**src/rtl/lta_pkg.sv**
```systemverilog
// Package: constants, types and codes of the lottery arbiter.
`default_nettype none
package lta_pkg;

    localparam int ENTRIES    = 64;
    localparam int IDX_W      = (ENTRIES > 1) ? $clog2(ENTRIES) : 1;
    localparam int FIELD_IDX_W = 6;
    localparam int ADDR_W     = (IDX_W > FIELD_IDX_W) ? IDX_W : FIELD_IDX_W;
    localparam int TICKET_W   = 16;
    localparam int SUM_W      = $clog2(ENTRIES * 65535 + 1);
    localparam int TOTAL_W    = 22;
    localparam int TOTAL_MAX  = 2 ** TOTAL_W - 1;
    localparam int CMP_W      = (SUM_W > TOTAL_W) ? SUM_W : TOTAL_W;
    localparam int RAND_W     = 32;
    localparam int DIV_STEPS  = RAND_W;
    localparam int DIV_CNT_W  = $clog2(DIV_STEPS + 1);
    localparam int IN_DATA_W  = 56;
    localparam int OUT_DATA_W = 32;

    localparam logic FUNC_WRITE = 1'b0;
    localparam logic FUNC_DRAW  = 1'b1;

    typedef struct packed {
        logic [TICKET_W-1:0] ticket;
        logic                run;
    } t_slot;

    typedef struct packed {
        logic              start;
        logic [RAND_W-1:0] dividend;
        logic [SUM_W-1:0]  divisor;
    } t_div_req;

    typedef struct packed {
        logic             done;
        logic [SUM_W-1:0] rem;
    } t_div_rsp;

    typedef enum logic [2:0] {
        ST_IDLE,
        ST_SUM,
        ST_DIV,
        ST_WALK,
        ST_POST
    } t_state;

endpackage
`default_nettype wire

```
**src/rtl/lta_cell.sv**
```systemverilog
// One ring cell: holds an entry's tickets and runnable flag.
`default_nettype none
module lta_cell (
    input  wire                          i_clk,
    input  wire                          i_rst_n,
    input  wire                          i_wr,
    input  wire [lta_pkg::TICKET_W-1:0]  i_wr_ticket,
    input  wire                          i_wr_run,
    input  wire                          i_shift,
    input  lta_pkg::t_slot               i_nbr,
    output lta_pkg::t_slot               o_slot
);
    import lta_pkg::*;

    t_slot r_slot;

    // Writes only happen while idle; shifts only during a draw.
    always_ff @(posedge i_clk) begin
        if (!i_rst_n) begin
            r_slot <= '0;
        end else if (i_wr) begin
            r_slot <= '{ticket: i_wr_ticket, run: i_wr_run};
        end else if (i_shift) begin
            r_slot <= i_nbr;
        end
    end

    assign o_slot = r_slot;

endmodule
`default_nettype wire

```
**src/rtl/lta_mod.sv**
```systemverilog
// Restoring modulo unit: one remainder bit per cycle.
`default_nettype none
module lta_mod (
    input  wire               i_clk,
    input  wire               i_rst_n,
    input  lta_pkg::t_div_req i_req,
    output lta_pkg::t_div_rsp o_rsp
);
    import lta_pkg::*;

    logic                 r_busy;
    logic                 r_done;
    logic [DIV_CNT_W-1:0] r_cnt;
    logic [SUM_W-1:0]     r_rem;
    logic [RAND_W-1:0]    r_dvd;
    logic [SUM_W-1:0]     r_div;

    logic [SUM_W:0]       w_trial;
    logic                 w_ge;
    logic [SUM_W-1:0]     w_rem_next;

    // rem < div, so the trial stays below twice the divisor
    always_comb begin
        w_trial    = {r_rem, r_dvd[RAND_W-1]};
        w_ge       = (w_trial >= {1'b0, r_div});
        w_rem_next = w_ge ? SUM_W'(w_trial - {1'b0, r_div}) : SUM_W'(w_trial);
    end

    always_ff @(posedge i_clk) begin
        if (!i_rst_n) begin
            r_busy <= 1'b0;
            r_done <= 1'b0;
            r_cnt  <= '0;
        end else if (i_req.start) begin
            r_busy <= 1'b1;
            r_done <= 1'b0;
            r_cnt  <= '0;
        end else if (r_busy) begin
            r_cnt <= r_cnt + DIV_CNT_W'(1);
            if (r_cnt == DIV_CNT_W'(DIV_STEPS - 1)) begin
                r_busy <= 1'b0;
                r_done <= 1'b1;
            end
        end else begin
            r_done <= 1'b0;
        end
    end

    always_ff @(posedge i_clk) begin
        if (i_req.start) begin
            r_rem <= '0;
            r_dvd <= i_req.dividend;
            r_div <= i_req.divisor;
        end else if (r_busy) begin
            r_rem <= w_rem_next;
            r_dvd <= {r_dvd[RAND_W-2:0], 1'b0};
        end
    end

    assign o_rsp = '{done: r_done, rem: r_rem};

endmodule
`default_nettype wire

```
**src/rtl/lta_ctrl.sv**
```systemverilog
// Sequencer: ring passes, modulo hand-off, winner pick and result register.
`default_nettype none
module lta_ctrl (
    input  wire                               i_clk,
    input  wire                               i_rst_n,
    input  wire                               i_in_valid,
    output logic                              o_in_ready,
    input  wire                               i_func,
    input  wire [lta_pkg::RAND_W-1:0]         i_random,
    input  lta_pkg::t_slot                    i_head,
    output logic                              o_shift,
    output lta_pkg::t_slot                    o_fb,
    output lta_pkg::t_div_req                 o_div_req,
    input  lta_pkg::t_div_rsp                 i_div_rsp,
    output logic                              o_out_valid,
    input  wire                               i_out_ready,
    output logic                              o_out_win,
    output logic [lta_pkg::FIELD_IDX_W-1:0]   o_out_idx,
    output logic [lta_pkg::TOTAL_W-1:0]       o_out_total
);
    import lta_pkg::*;

    t_state                 r_state, n_state;
    logic [IDX_W-1:0]       r_cnt, n_cnt;
    logic [SUM_W-1:0]       r_sum, n_sum;
    logic [RAND_W-1:0]      r_rand, n_rand;
    logic [SUM_W-1:0]       r_pick, n_pick;
    logic [SUM_W-1:0]       r_run_sum, n_run_sum;
    logic                   r_found, n_found;
    logic [IDX_W-1:0]       r_win_idx, n_win_idx;
    logic                   r_out_valid, n_out_valid;
    logic                   r_out_win, n_out_win;
    logic [FIELD_IDX_W-1:0] r_out_idx, n_out_idx;
    logic [TOTAL_W-1:0]     r_out_total, n_out_total;

    logic                   w_last;
    logic [SUM_W-1:0]       w_acc;
    logic                   w_hit;
    logic [CMP_W-1:0]       w_sum_ext;
    logic [TOTAL_W-1:0]     w_total;

    always_comb begin
        w_last    = (r_cnt == IDX_W'(ENTRIES - 1));
        w_acc     = r_run_sum + SUM_W'(i_head.ticket);
        w_hit     = !r_found && i_head.run && (w_acc > r_pick);
        w_sum_ext = CMP_W'(r_sum);
        w_total   = (w_sum_ext > CMP_W'(TOTAL_MAX)) ? TOTAL_W'(TOTAL_MAX)
                                                    : TOTAL_W'(w_sum_ext);
    end

    always_comb begin
        n_state     = r_state;
        n_cnt       = r_cnt;
        n_sum       = r_sum;
        n_rand      = r_rand;
        n_pick      = r_pick;
        n_run_sum   = r_run_sum;
        n_found     = r_found;
        n_win_idx   = r_win_idx;
        n_out_valid = r_out_valid && !i_out_ready;
        n_out_win   = r_out_win;
        n_out_idx   = r_out_idx;
        n_out_total = r_out_total;
        o_in_ready  = 1'b0;
        o_shift     = 1'b0;
        o_fb        = i_head;
        o_div_req   = '{start: 1'b0, dividend: r_rand, divisor: r_sum};

        unique case (r_state)
            ST_IDLE: begin
                o_in_ready = 1'b1;
                if (i_in_valid) begin
                    n_sum   = '0;
                    n_found = 1'b0;
                    if (i_func == FUNC_DRAW) begin
                        n_rand  = i_random;
                        n_cnt   = '0;
                        n_state = ST_SUM;
                    end else begin
                        n_state = ST_POST;
                    end
                end
            end
            ST_SUM: begin
                // first trip around the ring: total of runnable tickets
                o_shift = 1'b1;
                if (i_head.run) begin
                    n_sum = r_sum + SUM_W'(i_head.ticket);
                end
                n_cnt = r_cnt + IDX_W'(1);
                if (w_last) begin
                    n_cnt = '0;
                    if (n_sum == '0) begin
                        n_state = ST_POST;
                    end else begin
                        o_div_req = '{start: 1'b1, dividend: r_rand, divisor: n_sum};
                        n_state   = ST_DIV;
                    end
                end
            end
            ST_DIV: begin
                if (i_div_rsp.done) begin
                    n_pick    = i_div_rsp.rem;
                    n_run_sum = '0;
                    n_cnt     = '0;
                    n_state   = ST_WALK;
                end
            end
            ST_WALK: begin
                // second trip: first runnable running sum above pick wins
                o_shift = 1'b1;
                if (i_head.run) begin
                    n_run_sum = w_acc;
                end
                if (w_hit) begin
                    n_found   = 1'b1;
                    n_win_idx = r_cnt;
                    o_fb.run  = 1'b0;
                end
                n_cnt = r_cnt + IDX_W'(1);
                if (w_last) begin
                    n_cnt   = '0;
                    n_state = ST_POST;
                end
            end
            ST_POST: begin
                if (!r_out_valid || i_out_ready) begin
                    n_out_valid = 1'b1;
                    n_out_win   = r_found;
                    n_out_idx   = r_found ? FIELD_IDX_W'(r_win_idx) : '0;
                    n_out_total = w_total;
                    n_state     = ST_IDLE;
                end
            end
            default: begin
                n_state = ST_IDLE;
            end
        endcase
    end

    always_ff @(posedge i_clk) begin
        if (!i_rst_n) begin
            r_state     <= ST_IDLE;
            r_cnt       <= '0;
            r_out_valid <= 1'b0;
        end else begin
            r_state     <= n_state;
            r_cnt       <= n_cnt;
            r_out_valid <= n_out_valid;
        end
    end

    always_ff @(posedge i_clk) begin
        r_sum       <= n_sum;
        r_rand      <= n_rand;
        r_pick      <= n_pick;
        r_run_sum   <= n_run_sum;
        r_found     <= n_found;
        r_win_idx   <= n_win_idx;
        r_out_win   <= n_out_win;
        r_out_idx   <= n_out_idx;
        r_out_total <= n_out_total;
    end

    assign o_out_valid = r_out_valid;
    assign o_out_win   = r_out_win;
    assign o_out_idx   = r_out_idx;
    assign o_out_total = r_out_total;

endmodule
`default_nettype wire

```
**src/rtl/lottery_arbiter.sv**
```systemverilog
// Top level: lottery arbiter built from a ring of entry cells.
//
//  channel  | dir | tdata (low bit up)                         | tuser
//  ---------+-----+--------------------------------------------+-------------
//  s_axis   | in  | entry_index, ticket_count, runnable, rand  | func
//  m_axis   | out | winner_index, ticket_total                 | winner_valid
//
// Write item: lands in its cell at the accept edge; the result is then posted
// from ST_POST once the result register is free.
// Draw item: a trip of the entries around the cell ring, the one-bit-per-cycle
// modulo and a second trip; a zero runnable total skips the last two.
// Reset (synchronous, active low) clears every cell, so no clearing pass.
// The next item is taken while a result waits; it posts once that register frees.
`default_nettype none
module lottery_arbiter (
    input  wire                               i_clk,
    input  wire                               i_rst_n,
    input  wire                               s_axis_tvalid,
    output logic                              s_axis_tready,
    // [5:0] entry_index, [21:6] ticket_count, [22] runnable,
    // [54:23] random_value, [55] zero
    input  wire [lta_pkg::IN_DATA_W-1:0]      s_axis_tdata,
    // [0] func
    input  wire                               s_axis_tuser,
    output logic                              m_axis_tvalid,
    input  wire                               m_axis_tready,
    // [5:0] winner_index, [27:6] ticket_total, [31:28] zero
    output logic [lta_pkg::OUT_DATA_W-1:0]    m_axis_tdata,
    // [0] winner_valid
    output logic                              m_axis_tuser
);
    import lta_pkg::*;

    localparam int IN_IDX_LSB  = 0;
    localparam int IN_TKT_LSB  = IN_IDX_LSB + FIELD_IDX_W;
    localparam int IN_RUN_BIT  = IN_TKT_LSB + TICKET_W;
    localparam int IN_RAND_LSB = IN_RUN_BIT + 1;
    localparam int OUT_USED_W  = FIELD_IDX_W + TOTAL_W;

    logic [FIELD_IDX_W-1:0] w_in_idx;
    logic [TICKET_W-1:0]    w_in_ticket;
    logic                   w_in_run;
    logic [RAND_W-1:0]      w_in_rand;
    logic                   w_wr;

    t_slot                  w_slot [ENTRIES];
    t_slot                  w_fb;
    logic                   w_shift;
    t_div_req               w_div_req;
    t_div_rsp               w_div_rsp;

    logic                   w_out_win;
    logic [FIELD_IDX_W-1:0] w_out_idx;
    logic [TOTAL_W-1:0]     w_out_total;

    assign w_in_idx    = s_axis_tdata[IN_IDX_LSB +: FIELD_IDX_W];
    assign w_in_ticket = s_axis_tdata[IN_TKT_LSB +: TICKET_W];
    assign w_in_run    = s_axis_tdata[IN_RUN_BIT];
    assign w_in_rand   = s_axis_tdata[IN_RAND_LSB +: RAND_W];

    // write lands on its own cell; indexes past the ring match no cell
    assign w_wr = s_axis_tvalid && s_axis_tready && (s_axis_tuser == FUNC_WRITE);

    // Ring: each cell takes its upper neighbor, the top cell takes the head
    // back (with the winner's flag dropped during the walk).
    for (genvar g = 0; g < ENTRIES; g++) begin : g_cell
        t_slot w_nbr;
        if (g == ENTRIES - 1) begin : g_top
            assign w_nbr = w_fb;
        end else begin : g_mid
            assign w_nbr = w_slot[g + 1];
        end

        lta_cell u_cell (
            .i_clk       (i_clk),
            .i_rst_n     (i_rst_n),
            .i_wr        (w_wr && (ADDR_W'(w_in_idx) == ADDR_W'(g))),
            .i_wr_ticket (w_in_ticket),
            .i_wr_run    (w_in_run),
            .i_shift     (w_shift),
            .i_nbr       (w_nbr),
            .o_slot      (w_slot[g])
        );
    end

    lta_mod u_mod (
        .i_clk   (i_clk),
        .i_rst_n (i_rst_n),
        .i_req   (w_div_req),
        .o_rsp   (w_div_rsp)
    );

    lta_ctrl u_ctrl (
        .i_clk       (i_clk),
        .i_rst_n     (i_rst_n),
        .i_in_valid  (s_axis_tvalid),
        .o_in_ready  (s_axis_tready),
        .i_func      (s_axis_tuser),
        .i_random    (w_in_rand),
        .i_head      (w_slot[0]),
        .o_shift     (w_shift),
        .o_fb        (w_fb),
        .o_div_req   (w_div_req),
        .i_div_rsp   (w_div_rsp),
        .o_out_valid (m_axis_tvalid),
        .i_out_ready (m_axis_tready),
        .o_out_win   (w_out_win),
        .o_out_idx   (w_out_idx),
        .o_out_total (w_out_total)
    );

    assign m_axis_tdata = {{(OUT_DATA_W - OUT_USED_W){1'b0}}, w_out_total, w_out_idx};
    assign m_axis_tuser = w_out_win;

endmodule
`default_nettype wire

```
**config.mk**
```make
export PLATFORM = sky130hd
export DESIGN_NAME = lottery_arbiter
export DESIGN_NICKNAME = d
export VERILOG_FILES = /design/src/rtl/lta_pkg.sv /design/src/rtl/lta_cell.sv /design/src/rtl/lta_mod.sv /design/src/rtl/lta_ctrl.sv /design/src/rtl/lottery_arbiter.sv
export SDC_FILE = /design/constraint.sdc
export NUM_CORES = 2
export LEC_CHECK = 0
export BUFFER_PORTS_ARGS = -buffer_cell sky130_fd_sc_hd__clkbuf_2
export CAP_MARGIN = 30
export CORE_AREA = 5 5 328 330
export DETAILED_ROUTE_END_ITERATION = 8
export DIE_AREA = 0 0 333 335
export GPL_ROUTABILITY_DRIVEN = 0
export PLACE_DENSITY = 0.76
export SLEW_MARGIN = 5
export SYNTH_ARGS = -nofsm -noshare
export SYNTH_HDL_FRONTEND = slang
export SYNTH_SLANG_ARGS = --single-unit
```
**constraint.sdc**
```tcl
create_clock -name i_clk -period 5.35 [get_ports i_clk]
set_input_delay 0.535 -clock i_clk [delete_from_list [all_inputs] [get_ports i_clk]]
set_output_delay 0.535 -clock i_clk [all_outputs]
set_load 0.1 [all_outputs]
```
Word level (Yosys, flattened, before mapping) --
Index checks and enable logic that the tools add are counted.
Operators by class: $add $sub $neg 5, order comparisons 3, equality and inequality tests 77, muxes and demuxes 166, bitwise operators 3, reduce and logical (&&, ||, !) cells 157
Operators with widths (count):
- $mux W17 | 128
- $eq A6 B6 Y1 const B | 33
- $mux W55 | 3
- $reduce_bool A2 Y1 | 68
- $mux W22 | 6
- $eq A6 B5 Y1 const B | 17
- $pmux W22 S2 | 2
- $logic_and A1 B1 Y1 | 69
- $mux W32 | 2
- $eq A6 B4 Y1 const B | 8
- $add A22 B16 Y22 | 2
- $eq A6 B3 Y1 const B | 4
- $mux W6 | 4
- $ge A23 B22 Y1 | 1
- $gt A22 B22 Y1 | 1
- $gt A22 B22 Y1 const B | 1
- $logic_not A22 Y1 | 1
- $sub A22 B22 Y22 | 1
- $mux W3 | 7
- $pmux W6 S3 | 1
- $pmux W3 S5 | 1
- $add A6 B1 Y6 const B | 2
- $eq A6 B2 Y1 const B | 2
- $mux W1 | 11
- 19 further kinds | 36
Word-level totals: flip-flop bits (word level) 1316, bits of input ports 61, output and inout bits 35

Depth between registers and ports, before layout --
word-level depth 8, gate-level depth with buffers 18, gate-level depth less buffers 18

By module --
From an unflattened synthesis, not the netlist that was laid out.
Unflattened totals: cell total of the unflattened synthesis 6085, area, all modules 71335.9 um^2
Modules (own cells, without submodules):
- lta_cell | times used 64, cells each 75, area an instance 904.6 um^2
- lta_ctrl | times used 1, cells each 737, area an instance 8119.0 um^2
- lta_mod | times used 1, cells each 442, area an instance 4670.7 um^2
- lottery_arbiter | times used 1, cells each 106, area an instance 650.6 um^2

Least setup slack after synthesis --
No wires, ideal clock.
path kind register to register, start reg u_ctrl.r_sum[5], end reg u_mod.r_dvd[0], enable pin, library setup time 0.330 ns, arrival time 3.748 ns, required time 5.020 ns, slack 1.272 ns, cell stages (with the launch flop) 13, path buffers 2, cells stage by stage edfxtp_1 > ha_1 > clkbuf_1 > nand2_1 > nor4_2 > nor2_1 > a31o_1 > a2111oi_2 > xor2_1 > a2111oi_2 > a31oi_2 > buf_2 > or2_2
Between the ends: cells in the longest elaborated chain, start to end 8
Ends and longest elaborated chain:
- from (decl) | line lta_ctrl.sv:25 | logic [SUM_W-1:0] r_sum, n_sum;
- from (signal assigned) | line lta_ctrl.sv:154 | r_sum <= n_sum;
- $add A22 B16 Y22 | line lta_ctrl.sv:88 | n_sum = r_sum + SUM_W'(i_head.ticket);
- $mux W22 * | line lta_ctrl.sv:87 | if (i_head.run) begin
- $mux W22 * | line lta_ctrl.sv:69 | unique case (r_state)
- $logic_not A22 Y1 * | line lta_ctrl.sv:93 | if (n_sum == '0) begin
- $mux W55 * | line lta_ctrl.sv:93
- $mux W55 * | line lta_ctrl.sv:91 | if (w_last) begin
- $mux W55 * | line lta_ctrl.sv:69
- $reduce_bool A2 Y1 (no source line) *
- to (signal assigned) | line lta_mod.sv:52 | r_dvd <= i_req.dividend;
- to (signal assigned) | line lta_mod.sv:56 | r_dvd <= {r_dvd[RAND_W-2:0], 1'b0};
- to (decl) | line lta_mod.sv:15 | logic [RAND_W-1:0] r_dvd;
Mark *: on every way between the ends. The rest lies on a longest branch, timed or not. The select of a mux whose other input is x is not followed. A chain may end at the register's enable or synchronous reset.

Worst setup path after layout --
start reg g_cell[0].u_cell.r_slot (netlist bit g_cell[0].u_cell.o_slot[1]), end reg u_ctrl.r_win_idx[5], enable pin
Between the ends: cells in the longest elaborated chain, start to end 4
Ends and longest elaborated chain:
- from (decl) | line lta_cell.sv:15 | t_slot r_slot;
- from (signal assigned) | line lta_cell.sv:22 | r_slot <= '{ticket: i_wr_ticket, run: i_wr_run};
- from (signal assigned) | line lta_cell.sv:24 | r_slot <= i_nbr;
- $add A22 B16 Y22 | line lta_ctrl.sv:44 | w_acc = r_run_sum + SUM_W'(i_head.ticket);
- via u_ctrl.w_acc[18] | line lta_ctrl.sv:37 | logic [SUM_W-1:0] w_acc;
- $gt A22 B22 Y1 | line lta_ctrl.sv:45 | w_hit = !r_found && i_head.run && (w_acc > r_pick);
- $logic_and A1 B1 Y1 | line lta_ctrl.sv:45
- $reduce_and A2 Y1 (no source line)
- to (signal assigned) | line lta_ctrl.sv:159 | r_win_idx <= n_win_idx;
- to (decl) | line lta_ctrl.sv:30 | logic [IDX_W-1:0] r_win_idx, n_win_idx;
The timed path passes the listed nets, and every way through them passes these cells.

==> impl_metrics.tcl <==
set metrics [dict create \
    worstSetupPathType "reg2reg" \
    ios 96 \
    grt_max_degree 211 \
    cp_num_buf_inv 1 \
    hold_viol_final 0 \
    power_per_cell_area_nw_per_um2 311 \
    worstPathCellList "ha_1 -> fa_1 -> a21oi_1 -> o21bai_1 -> a21oi_1 -> o21ai_0 -> a221oi_1 -> o31ai_1 -> nand3_1 -> xnor2_1 -> ha_1 -> nand4_1 -> or2_2 -> nor2_1 -> o21ai_0 -> a21oi_1 -> o21ai_0 -> inv_1" \
    initial_core_util_pct 59.2 \
    cts.sinks 1316 \
    synth_area_leaders "dfxtp_1 (36%), o211a_1 (18%), nand2_1 (14%)" \
    grt_pass1_wl_mm 253 \
    synth_ff_type "dfxtp_1" \
    vias 51857 \
    htreeDepth 4 \
    finalMaxSlewViolations 0 \
    min_path_cells 3 \
    io_buffers 90 \
    finalSetupTns_ps 0 \
    worstPathRequired_ps 5780 \
    final_area_sq_um 67700 \
    clkSlewWorstSetupHoldPaths_ps 60 \
    synth_cells 7343 \
    drt_iter0_markers 5830 \
    synth_edf_count 188 \
    outcome "finished clean" \
    clk-insertion-delay-late_ps 740 \
    antenna_found_initial 6 \
    r2r_cells 18 \
    layout-drive-gt1-share_pct 6.61 \
    die_h_microns 335 \
    cp_top_family "compound AO/OA/AOI/OAI gates" \
    via_per_inst 6.11 \
    netlist_area_sq_um 61900 \
    fin_nets 7116 \
    synth_cell_types 74 \
    core.rowCount 119 \
    wl_mm 155 \
    dpl.hpwl_mm 87.5 \
    clock_path_buffers 3 \
    synthTopCellsByCount "nand2_1 (2304), dfxtp_1 (1128), nand3_1 (1114), o211a_1 (1089), clkbuf_1 (717)" \
    worst-path-max-fanout 6 \
    root_buffer "clkbuf_16" \
    cts_tree "built" \
    core_sq_um 105000 \
    drt-wirelength-per-cell_microns 18.3 \
    setup_violations 0 \
    dp_slack_ps 630 \
    drc 0 \
    endpoint_kind "register" \
    post_cts_resized 0 \
    synth_warnings 0 \
    yosysMostFrequentCell "nand2_1" \
    yosys.area.top_type "dfxtp_1" \
    max_freq_mhz 207 \
    max-cap-violations 0 \
    synth.avg_cell_area_sq_um 8.43 \
    crit_arrival_ps 5270 \
    period_needed_ps 4840 \
    dieArea_sq_um 112000 \
    max_stage_delay_ps 600 \
    area_growth_pct 9.42 \
    fin_skew_ps 17.5 \
    final_cells 8481 \
    peakVddDrop_uv 262 \
    async_reset_ff_share_pct 0 \
    placed_area_sq_um 62600 \
    crit_cells 18 \
    relSlewSlack_pct 27.2 \
    ant_nets 0 \
    grt_setup_unrepaired "no" \
    cts_buffers 140 \
    ys_ff_latch 1316 \
    start_kind "register" \
    crit_slowest_cell "o31ai_1" \
    grt.total_usage_pct 26.7 \
    yosysTopAreaCellShare_pct 36.5 \
    die_w_microns 333 \
    post-route-period-util_pct 90.5 \
    grt_pass1_vias 47662 \
    hp-class "in2reg" \
    tightest_slew_ps 1090 \
    setup_slack_ps 509 \
    overflow 0 \
    placedCellCount 8181 \
    p_leak_nw 36.7 \
    dr.pass1.iters 6 \
    yosysSeqAreaShare_pct 45.6 \
]
[logic make-up (layout without fill, tap and decap cells)]
group	after synthesis	in the layout	synth area share, %
other	1	9	0.00606
multiplexers	86	86	1.53
flip-flops	1316	1316	45.6
buffers and inverters	820	559	5.05
adder cells (fa/ha/maj)	81	81	1.67
AND/OR/NAND/NOR	3675	3675	25.2
AO/OA/AOI/OAI	1307	1307	20.1
XOR/XNOR	57	57	0.807
[timing repair]
item,CTS,global route
setup endpoints to repair,0,0
buffers inserted,0,0
hold buffers,32,0
hold endpoints to repair,32,0
[placed cells by master, fill, tap and decap left out, types with 69 or more instances in the layout]
cell type  synthesis  routed
nand3_1         1114    1114
dfxtp_1         1128    1127
buf_4              4      87
clkbuf_2           1      72
ha_1              78      78
o211a_1         1089    1089
clkbuf_16          0     143
nand2_1         2304    2304
edfxtp_1         188     188
inv_1             69      69
nor2_1           102     102
[metal layers]
layer	part of all wire, %	GRT usage, %
met1	46	39.6
met5	0.015	0
met2	44	39.7
met4	1.9	6.62
met3	8.5	6.02
[metrics by stage]
stage	util (%)	total power (W)	hold slack, ps
after detailed placement	59.9	0.0117	486
after floorplan	-	0.0114	449
after global routing	64.8	0.0217	185
after CTS	64.5	0.0212	150
after global placement	59.6	0.0117	459
final	64.8	0.0210	194
[area by class of cell]
type | count | area, sq um
Sequential cell | 1316 | 28200
Clock buffer | 217 | 4150
Antenna cell | 5 | 12.5
Multi-Input combinational cell | 5210 | 30600
Tap cell | 1391 | 1740
Fill cell | 8687 | 36800
Inverter | 70 | 263
Clock inverter | 36 | 348
Timing Repair Buffer | 236 | 2380
[worst register-to-register path: cells and delay by family (launching register included)]
family	cells	cell delay, ps
compound gates	9	2100
simple gates	4	840
fa+ha+maj	3	720
flops	1	430
buf+inv	1	270
xor+xnor	1	180
[path summary, 6_finish.rpt]
kind | start | to | slack, ps
worst min register to register | u_ctrl.r_sum[8]$_SDFFCE_PN0P_ | u_ctrl.o_out_total[8]$_SDFFCE_PN1P_ | 490
worst max register to register | g_cell[0].u_cell.o_slot[1]$_SDFFE_PN0P_ | u_ctrl.r_win_idx[5]$_DFFE_PP_ | 510
worst min-delay path | m_axis_tready | u_ctrl.o_out_valid$_SDFF_PN0_ | 190
worst max-delay path | g_cell[0].u_cell.o_slot[1]$_SDFFE_PN0P_ | u_ctrl.r_win_idx[5]$_DFFE_PP_ | 510
[state kept, by name, indices dropped and copies added (netlist names)]
register and count:
u_ctrl.r_run_sum 22, u_ctrl.r_win_idx 6, u_ctrl.o_out_win 1, u_mod.r_div 22
u_ctrl.o_out_total 22, u_mod.r_busy 1, g_cell.u_cell.o_slot 1088, u_mod.r_dvd 32
u_ctrl.r_sum 22, u_ctrl.r_rand 32, u_ctrl.r_found 1, u_mod.r_rem 22
u_mod.r_cnt 6, u_ctrl.o_out_idx 6, u_mod.r_done 1, u_ctrl.r_state 3
u_ctrl.o_out_valid 1, u_ctrl.r_pick 22, u_ctrl.r_cnt 6
[power breakdown]
group          switching (W)  total, W  leakage, nW  internal (W)
logic                0.00113   0.00140         23.8      0.000268
registers          0.0000703    0.0102         10.7        0.0101
clock network        0.00398   0.00945         2.22       0.00547
total                0.00518    0.0210         36.7        0.0159
Note: power is estimated with default switching activity, not from simulation.
